`src/hdl/ksr_pkg.sv`:
```
// Package for the knock sequence recorder: shared types, codes and reset values.
package ksr_pkg;

    localparam int STAMP_W  = 24;
    localparam int INDEX_W  = 8;
    localparam int SAMPLE_W = 10;
    localparam int WAIT_W   = 17;
    localparam int CFG_IDX_W  = 3;
    localparam int CFG_DATA_W = 16;

    localparam logic [STAMP_W-1:0] STAMP_MAX = {STAMP_W{1'b1}};

    // Result kinds
    localparam logic KIND_KNOCK  = 1'b0;
    localparam logic KIND_FINISH = 1'b1;

    // Input commands
    localparam logic CMD_TICK  = 1'b0;
    localparam logic CMD_START = 1'b1;

    // Configuration register indexes
    localparam logic [CFG_IDX_W-1:0] CFG_LISTEN_MODE   = 3'd0;
    localparam logic [CFG_IDX_W-1:0] CFG_TRIGGER_LEVEL = 3'd1;
    localparam logic [CFG_IDX_W-1:0] CFG_FIRST_TIMEOUT = 3'd2;
    localparam logic [CFG_IDX_W-1:0] CFG_GAP_TIMEOUT   = 3'd3;
    localparam logic [CFG_IDX_W-1:0] CFG_DEAD_TICKS    = 3'd4;
    localparam logic [CFG_IDX_W-1:0] CFG_MAX_KNOCKS    = 3'd5;

    // Reset values of the configuration registers
    localparam logic [9:0]  RST_TRIGGER_LEVEL = 10'd100;
    localparam logic [15:0] RST_FIRST_TIMEOUT = 16'd5000;
    localparam logic [15:0] RST_GAP_TIMEOUT   = 16'd1000;
    localparam logic [7:0]  RST_DEAD_TICKS    = 8'd30;
    localparam logic [7:0]  RST_MAX_KNOCKS    = 8'd16;

    // Result queue depth: room for two results from each of two beats
    localparam int QUEUE_DEPTH = 4;
    localparam int QCOUNT_W    = $clog2(QUEUE_DEPTH + 1);

    typedef struct packed {
        logic                listen_mode;
        logic [SAMPLE_W-1:0] trigger_level;
        logic [15:0]         first_timeout;
        logic [15:0]         gap_timeout;
        logic [7:0]          dead_ticks;
        logic [INDEX_W-1:0]  max_knocks;
    } t_cfg;

    typedef struct packed {
        logic               kind;
        logic [INDEX_W-1:0] knock_index;
        logic [STAMP_W-1:0] stamp;
        logic [INDEX_W-1:0] knock_total;
        logic               last;
    } t_result;

    typedef struct packed {
        logic [1:0] count;
        t_result    first;
        t_result    second;
    } t_push;

    function automatic t_result make_result(input logic kind,
                                            input logic [INDEX_W-1:0] idx,
                                            input logic [STAMP_W-1:0] stamp,
                                            input logic [INDEX_W-1:0] total,
                                            input logic last);
        t_result r;
        r.kind        = kind;
        r.knock_index = idx;
        r.stamp       = stamp;
        r.knock_total = total;
        r.last        = last;
        return r;
    endfunction

endpackage

```
`src/hdl/knock_sequence_recorder.sv`:
```
// Top level of the knock sequence recorder: configuration registers and the input channel.
//
// The recorder takes one beat per clock cycle on its input channel: either a start
// command or a one-millisecond tick carrying a 10-bit piezo sample. Each beat is
// handled in the cycle it is accepted, by the sequencer, and the zero, one or two
// results it causes go into a four-entry result queue that drives the output
// channel one result per cycle. Input ready is held low only while the queue
// holds more than two results, so with the output side ready every cycle one
// beat is taken per cycle; a beat that both records the final knock and finishes
// the sequence yields two results, which the queue absorbs. A knock result carries
// its index and the ticks since sequence start (saturating); a finished result
// carries the knock count and the elapsed time at the finish, and the last result
// of each beat is flagged. Configuration registers are written through their own
// channel, which is always ready; writes to indexes beyond the list are ignored,
// and they should only be made while no results are outstanding.
module knock_sequence_recorder import ksr_pkg::*; (
    input  logic                  i_clk,
    input  logic                  i_rst_n,
    // Configuration write channel
    input  logic                  i_cfg_valid,
    output logic                  o_cfg_ready,
    input  logic [CFG_IDX_W-1:0]  i_cfg_index,
    input  logic [CFG_DATA_W-1:0] i_cfg_data,
    // Input channel
    input  logic                  i_in_valid,
    output logic                  o_in_ready,
    input  logic                  i_command,
    input  logic [SAMPLE_W-1:0]   i_sample,
    // Output channel
    output logic                  o_out_valid,
    input  logic                  i_out_ready,
    output logic                  o_kind,
    output logic [INDEX_W-1:0]    o_knock_index,
    output logic [STAMP_W-1:0]    o_stamp,
    output logic [INDEX_W-1:0]    o_knock_total,
    output logic                  o_last
);

    t_cfg    r_cfg;
    t_push   push;
    t_result head;
    logic    room;
    logic    in_accept;

    // Configuration registers. The write channel never stalls.
    always_ff @(posedge i_clk) begin
        if (!i_rst_n) begin
            r_cfg.listen_mode   <= 1'b0;
            r_cfg.trigger_level <= RST_TRIGGER_LEVEL;
            r_cfg.first_timeout <= RST_FIRST_TIMEOUT;
            r_cfg.gap_timeout   <= RST_GAP_TIMEOUT;
            r_cfg.dead_ticks    <= RST_DEAD_TICKS;
            r_cfg.max_knocks    <= RST_MAX_KNOCKS;
        end else if (i_cfg_valid) begin
            case (i_cfg_index)
                CFG_LISTEN_MODE:   r_cfg.listen_mode   <= i_cfg_data[0];
                CFG_TRIGGER_LEVEL: r_cfg.trigger_level <= i_cfg_data[SAMPLE_W-1:0];
                CFG_FIRST_TIMEOUT: r_cfg.first_timeout <= i_cfg_data[15:0];
                CFG_GAP_TIMEOUT:   r_cfg.gap_timeout   <= i_cfg_data[15:0];
                CFG_DEAD_TICKS:    r_cfg.dead_ticks    <= i_cfg_data[7:0];
                CFG_MAX_KNOCKS:    r_cfg.max_knocks    <= i_cfg_data[INDEX_W-1:0];
                default: begin
                    // Unused index: the write is dropped.
                end
            endcase
        end
    end

    assign o_cfg_ready = 1'b1;

    // A beat is taken whenever the queue can hold everything it might produce.
    assign o_in_ready = room;
    assign in_accept  = i_in_valid && room;

    ksr_ctrl u_ctrl (
        .i_clk     (i_clk),
        .i_rst_n   (i_rst_n),
        .i_accept  (in_accept),
        .i_command (i_command),
        .i_sample  (i_sample),
        .i_cfg     (r_cfg),
        .o_push    (push)
    );

    ksr_outq u_outq (
        .i_clk       (i_clk),
        .i_rst_n     (i_rst_n),
        .i_push      (push),
        .i_pop_ready (i_out_ready),
        .o_valid     (o_out_valid),
        .o_head      (head),
        .o_room      (room)
    );

    assign o_kind        = head.kind;
    assign o_knock_index = head.knock_index;
    assign o_stamp       = head.stamp;
    assign o_knock_total = head.knock_total;
    assign o_last        = head.last;

endmodule

```
`src/hdl/ksr_ctrl.sv`:
```
// Recording sequencer: phase, elapsed time, wait counter and knock count.
module ksr_ctrl import ksr_pkg::*; (
    input  logic                i_clk,
    input  logic                i_rst_n,
    input  logic                i_accept,
    input  logic                i_command,
    input  logic [SAMPLE_W-1:0] i_sample,
    input  t_cfg                i_cfg,
    output t_push               o_push
);

    typedef enum logic [1:0] {
        PH_IDLE,
        PH_LISTEN,
        PH_RECORD,
        PH_DEAD
    } t_phase;

    t_phase              r_phase, n_phase;
    logic [STAMP_W-1:0]  r_elapsed, n_elapsed;
    logic [WAIT_W-1:0]   r_wait, n_wait;
    logic [INDEX_W-1:0]  r_done, n_done;

    logic [STAMP_W-1:0]  elapsed_inc;
    logic [WAIT_W-1:0]   wait_inc;
    logic [INDEX_W-1:0]  done_inc;
    logic                hit;
    t_phase              after_phase;
    logic [WAIT_W-1:0]   after_wait;

    always_comb begin
        elapsed_inc = (r_elapsed == STAMP_MAX) ? r_elapsed : r_elapsed + 1'b1;
        wait_inc    = r_wait + 1'b1;
        done_inc    = r_done + 1'b1;
        hit         = (i_sample >= i_cfg.trigger_level);
        // After a knock: straight back to waiting when there is no dead time.
        after_phase = (i_cfg.dead_ticks == '0) ? PH_RECORD : PH_DEAD;
        after_wait  = {{(WAIT_W-8){1'b0}}, i_cfg.dead_ticks};
    end

    always_comb begin
        n_phase   = r_phase;
        n_elapsed = r_elapsed;
        n_wait    = r_wait;
        n_done    = r_done;
        o_push.count  = 2'd0;
        o_push.first  = make_result(KIND_FINISH, '0, '0, '0, 1'b1);
        o_push.second = make_result(KIND_FINISH, '0, '0, '0, 1'b1);

        if (i_accept) begin
            if (i_command == CMD_START) begin
                n_elapsed = '0;
                n_wait    = '0;
                n_done    = '0;
                if (i_cfg.listen_mode) begin
                    n_phase = PH_LISTEN;
                end else if (i_cfg.max_knocks == '0) begin
                    n_phase = PH_IDLE;
                    o_push.count = 2'd1;
                end else begin
                    n_phase = PH_RECORD;
                end
            end else begin
                case (r_phase)
                    PH_LISTEN: begin
                        n_wait = wait_inc;
                        if (wait_inc > {1'b0, i_cfg.first_timeout}) begin
                            n_phase = PH_IDLE;
                            o_push.count = 2'd1;
                        end else if (hit) begin
                            n_elapsed = '0;
                            if (i_cfg.max_knocks == '0) begin
                                n_phase = PH_IDLE;
                                o_push.count = 2'd1;
                            end else begin
                                n_done = 8'd1;
                                o_push.first = make_result(KIND_KNOCK, '0, '0, '0, 1'b1);
                                o_push.count = 2'd1;
                                if (i_cfg.max_knocks == 8'd1) begin
                                    n_phase = PH_IDLE;
                                    o_push.first.last = 1'b0;
                                    o_push.second = make_result(KIND_FINISH, '0, '0,
                                                                8'd1, 1'b1);
                                    o_push.count = 2'd2;
                                end else begin
                                    n_phase = after_phase;
                                    n_wait  = after_wait;
                                end
                            end
                        end
                    end
                    PH_DEAD: begin
                        n_elapsed = elapsed_inc;
                        if (r_wait <= {{(WAIT_W-1){1'b0}}, 1'b1}) begin
                            n_wait  = '0;
                            n_phase = PH_RECORD;
                        end else begin
                            n_wait = r_wait - 1'b1;
                        end
                    end
                    PH_RECORD: begin
                        n_elapsed = elapsed_inc;
                        n_wait    = wait_inc;
                        if (wait_inc > {1'b0, i_cfg.gap_timeout}) begin
                            n_phase = PH_IDLE;
                            o_push.first = make_result(KIND_FINISH, '0, elapsed_inc,
                                                       r_done, 1'b1);
                            o_push.count = 2'd1;
                        end else if (hit) begin
                            n_done = done_inc;
                            o_push.first = make_result(KIND_KNOCK, r_done, elapsed_inc,
                                                       '0, 1'b1);
                            o_push.count = 2'd1;
                            if (done_inc >= i_cfg.max_knocks) begin
                                n_phase = PH_IDLE;
                                o_push.first.last = 1'b0;
                                o_push.second = make_result(KIND_FINISH, '0, elapsed_inc,
                                                            done_inc, 1'b1);
                                o_push.count = 2'd2;
                            end else begin
                                n_phase = after_phase;
                                n_wait  = after_wait;
                            end
                        end
                    end
                    default: begin
                        // Ticks while idle are dropped.
                    end
                endcase
            end
        end
    end

    always_ff @(posedge i_clk) begin
        if (!i_rst_n) begin
            r_phase   <= PH_IDLE;
            r_elapsed <= '0;
            r_wait    <= '0;
            r_done    <= '0;
        end else begin
            r_phase   <= n_phase;
            r_elapsed <= n_elapsed;
            r_wait    <= n_wait;
            r_done    <= n_done;
        end
    end

endmodule

```
`src/hdl/ksr_outq.sv`:
```
// Result queue: takes up to two results per cycle and shifts them out one at a time.
module ksr_outq import ksr_pkg::*; (
    input  logic    i_clk,
    input  logic    i_rst_n,
    input  t_push   i_push,
    input  logic    i_pop_ready,
    output logic    o_valid,
    output t_result o_head,
    output logic    o_room
);

    t_result               r_slot [QUEUE_DEPTH];
    t_result               n_slot [QUEUE_DEPTH];
    logic [QCOUNT_W-1:0]   r_count, n_count;
    logic                  pop;
    logic [QCOUNT_W-1:0]   base;

    always_comb begin
        pop     = (r_count != '0) && i_pop_ready;
        base    = r_count - {{(QCOUNT_W-1){1'b0}}, pop};
        n_count = base + {{(QCOUNT_W-2){1'b0}}, i_push.count};
        for (int i = 0; i < QUEUE_DEPTH; i++) begin
            n_slot[i] = pop ? r_slot[(i + 1) % QUEUE_DEPTH] : r_slot[i];
            if ((i_push.count != 2'd0) && (base == QCOUNT_W'(i))) begin
                n_slot[i] = i_push.first;
            end
            if ((i_push.count == 2'd2) && (base + 1'b1 == QCOUNT_W'(i))) begin
                n_slot[i] = i_push.second;
            end
        end
    end

    always_ff @(posedge i_clk) begin
        if (!i_rst_n) begin
            r_count <= '0;
        end else begin
            r_count <= n_count;
        end
    end

    always_ff @(posedge i_clk) begin
        for (int i = 0; i < QUEUE_DEPTH; i++) begin
            r_slot[i] <= n_slot[i];
        end
    end

    assign o_valid = (r_count != '0);
    assign o_head  = r_slot[0];
    // Room for the two results that one beat may produce.
    assign o_room  = (r_count <= QCOUNT_W'(QUEUE_DEPTH - 2));

endmodule

```
`config.mk`:
```
export PLATFORM = sky130hd
export DESIGN_NAME = knock_sequence_recorder
export DESIGN_NICKNAME = d
export VERILOG_FILES = /design/src/hdl/ksr_pkg.sv /design/src/hdl/knock_sequence_recorder.sv /design/src/hdl/ksr_ctrl.sv /design/src/hdl/ksr_outq.sv
export SDC_FILE = /design/constraint.sdc
export NUM_CORES = 1
export LEC_CHECK = 0
export BUFFER_PORTS_ARGS = -buffer_cell sky130_fd_sc_hd__buf_2
export CAP_MARGIN = 20
export CORE_MARGIN = 2
export CORE_UTILIZATION = 30
export DETAILED_ROUTE_END_ITERATION = 10
export GPL_ROUTABILITY_DRIVEN = 1
export SYNTH_ARGS = -nofsm -noshare
export SYNTH_HDL_FRONTEND = slang
export SYNTH_SLANG_ARGS = --single-unit
```
`constraint.sdc`:
```
create_clock -name i_clk -period 9.9 [get_ports i_clk]
set_input_delay 0.99 -clock i_clk [delete_from_list [all_inputs] [get_ports i_clk]]
set_output_delay 0.99 -clock i_clk [all_outputs]
set_load 0.03 [all_outputs]
```
==> impl_metrics.csv <==
group,metric,value,unit
run_status,status,"finished, final reports clean",
min_path,hold_class,"flop to flop",
min_path,min-delay-start,"r_cfg[34]$_SDFFE_PN0P_",
logic_synthesis,synthTopCellsByCount,"nand2_1, dfxtp_1, edfxtp_1",
timing,tightest_slew,1.13,ns
timing,slew-limit-headroom,23.8,%
global_routing,grt_first_pass_wirelength,66600,um
clocking,cts.sinks,281,
routing,wl,42300,um
logic_synthesis,synthTopCellsByArea,"edfxtp_1, dfxtp_1, o2bb2ai_1, nand2_1, ha_1",
routing,drc,0,
floorplan,start_util,30.2,%
logic_synthesis,ys_seq_area_share,45.8,%
routing,highest_layer,"met4",
place,dpl.cell_count,2233,
worst_setup_path,path_class,"flop to flop",
place,dp_hpwl,29800,um
place,pre_cts_slack,2.57,ns
global_routing,first_global_vias,11700,
clocking,cts_resized,0,
pwr,ir_drop,0.133,mV
finish,final_nets,1694,
finish,stdcell_count,2293,
global_routing,track_usage,15.7,%
clocking,path_clk_slew,0.07,ns
global_routing,grt_overflow,0,
logic_synthesis,ys.flop_type,"dfxtp_1",
pwr,p_seq_share,40.5,%
pwr,netSwitchingPower,1.50,mW
pwr,pwr-share-comb,31.1,%
worst_setup_path,worstPathRequired,10.22,ns
routing,antenna_left,0,
pwr,total_power,4.32,mW
worst_setup_path,cp-start-kind,"flop",
finish,fillCellCount,5147,
floorplan,die-area,0.0521,mm2
clocking,insertion_delay,0.59,ns
floorplan,core.rowCount,82,
logic_synthesis,synth-async-reset-ratio,0,%
timing,period_share,74.7,%
logic_synthesis,yosysTopAreaCellShare,25.5,%
clocking,cts-buffers-inserted,31,
pwr,internal_power,2.82,mW
worst_setup_path,r2r_slack,2.50,ns
clocking,holdBufCountCts,0,
timing,setup_viol,0,
finish,n_antenna_cell,0,
floorplan,io_pins,80,
timing,layout_setup_ws,2.50,ns
logic_synthesis,syn_area_per_cell,9.66,um2
routing,vias,12200,
timing,fmax,135,MHz
pwr,leakage,6.51,nW
floorplan,dieHeight,228,um
place,routabilityCongestion,0.854,
place,place_area,0.0161,mm2
timing,drv_slew,0,
clocking,postCtsSetupRepairBufs,0,
floorplan,die_w,228,um
logic_synthesis,synth.most_common_cell,"nand2_1",
routing,via_per_inst,5.33,
routing,wl_met3,2470,um
global_routing,grt_max_degree,71,
floorplan,core_area,0.0499,mm2
logic_synthesis,syn-num-nets,1659,
clocking,cts_tree,"done",
worst_setup_path,timing.rr.start,"u_ctrl.r_wait[0]$_SDFFE_PN0P_",
timing,fin_crit,7.40,ns
routing,route.met2.wl,18900,um
logic_synthesis,synth-seq-cells,281,
global_routing,antenna_found_initial,1,
logic_synthesis,synthCells,1561,
finish,design_area,0.0172,mm2
logic_synthesis,syn-cell-area,0.0151,mm2
worst_setup_path,critPathMaxFanout,28,
worst_setup_path,critPathArrivalTime,7.72,ns
finish,layout-drive-gt1-share,12.8,%
timing,finalHoldViolations,0,
worst_setup_path,endpoint_kind,"flop",
pwr,power.density,251,mW/mm2
place,io_buffers,78,
pwr,clock_power_share,28.4,%
pwr,switching_share,34.7,%
finish,fin_util,34.4,%
worst_setup_path,startpoint,"u_ctrl.r_wait[0]$_SDFFE_PN0P_",
routing,wl_per_cell,18.4,um
clocking,h-tree-depth,1,
clocking,clockBufferDepth,3,
job,cap_violations,0,
routing,drt-met1-wl,20000,um
logic_synthesis,yosys_warnings,0,
logic_synthesis,synth_edf_count,128,
finish,syn_to_final_growth,13.9,%
clocking,ctsRootBufferMaster,"clkbuf_16",
routing,dr.pass1.iters,5,
timing,rsz0062_at_grt,"no",
timing,whs,0.455,ns
logic_synthesis,ys_types,83,
logic_synthesis,yosys.area.top_type,"edfxtp_1",
routing,drtIter0Drc,1008,
timing,tns,0,ns
timing,fin_skew,0.0104,ns
-- layer usage --
metal  track usage (%)  vias up
met5                 0        -
met4              3.66        0
met3              2.33       58
met2              25.2      391
met1              22.4     5874
li1                  -     5890
-- worst paths after layout --
| kind | depth (start not counted) | end |
|---|---|---|
| max | 17 | u_outq.r_slot[2][7]$_DFFE_PP_ |
| min | 2 | r_cfg[34]$_SDFFE_PN0P_ |
| max reg2reg | 17 | u_outq.r_slot[2][7]$_DFFE_PP_ |
| min reg2reg | 2 | r_cfg[34]$_SDFFE_PN0P_ |
-- flip-flops by register name, summed over array words and instances (netlist names) --
name	flops
r_cfg	59
u_ctrl.r_done	8
u_ctrl.r_elapsed	24
u_ctrl.r_phase	2
u_ctrl.r_wait	17
u_outq.r_count	3
u_outq.r_slot	168
-- power by group through the flow --
stage               combinational, mW  sequential (mW)  clock [mW]
global placement                 1.32             1.76           0
finish                           1.34             1.75        1.22
CTS                              1.35             1.75        1.25
detailed placement               1.35             1.77           0
global route                     1.46             1.78        1.29
floorplan                       0.853             1.84           0
-- cells in the final DEF (no fill, tap or decap), types with 5 or more instances in the layout --
cell	netlist	layout
nand2_1	209	208
dfxtp_1	153	153
edfxtp_1	128	128
o2bb2ai_1	97	97
nor2_1	95	94
a21oi_1	85	84
buf_2	14	78
inv_1	63	63
ha_1	62	62
nand3_1	47	47
mux2i_1	48	47
a211oi_1	45	45
nor3_1	40	40
a31oi_1	36	36
a22oi_1	36	36
o21ai_0	31	31
clkbuf_16	0	31
xor2_1	28	28
buf_4	11	28
xnor2_1	23	23
o211ai_1	22	22
and3_1	21	21
nand4_1	19	19
nor4_1	15	15
mux2_2	12	12
or3_1	10	10
and2_1	10	10
nand2b_1	8	8
clkinv_1	1	8
a221oi_1	7	7
a221o_1	7	7
o31ai_1	6	6
or4_1	6	6
a21o_1	6	6
o41ai_1	6	6
nor4_4	4	5
or2_2	5	5
bufinv_16	0	5
-- cells by family after synthesis --
family	share of synthesized area (%)
and+or+nand+nor	16.3
AOI/OAI and AO/OA	20.6
DFF	45.8
buffers and inverters	4.97
adders and majority gates	5.28
muxes	4.08
xor gates and xnor gates	2.96
other	0.0249
-- layout make-up --
| cell class | count | area (um2) | share of cell area, % |
|---|---|---|---|
| Clock inverter | 20 | 238 | 1.38 |
| Timing Repair Buffer | 109 | 646 | 3.76 |
| Tap cell | 672 | 841 | 4.89 |
| Clock buffer | 38 | 842 | 4.90 |
| Multi-Input combinational cell | 1108 | 7460 | 43.4 |
| Sequential cell | 281 | 6910 | 40.2 |
| Inverter | 65 | 244 | 1.42 |
-- critical path: stages, from the launching register on --
cell	delay (ns)
dfxtp_1	0.53
ha_1	0.34
nand3_2	0.18
nor2_1	0.39
nand3_1	0.15
xnor2_1	0.22
ha_1	0.33
nand4_1	0.14
nor4_1	0.32
nor3_1	0.09
a211oi_1	0.69
nor3_4	0.15
a31oi_4	0.45
inv_2	0.21
o31ai_4	0.94
and2_1	0.91
nand2_1	0.67
buf_4	0.42
(Power assumes the default switching activity.)
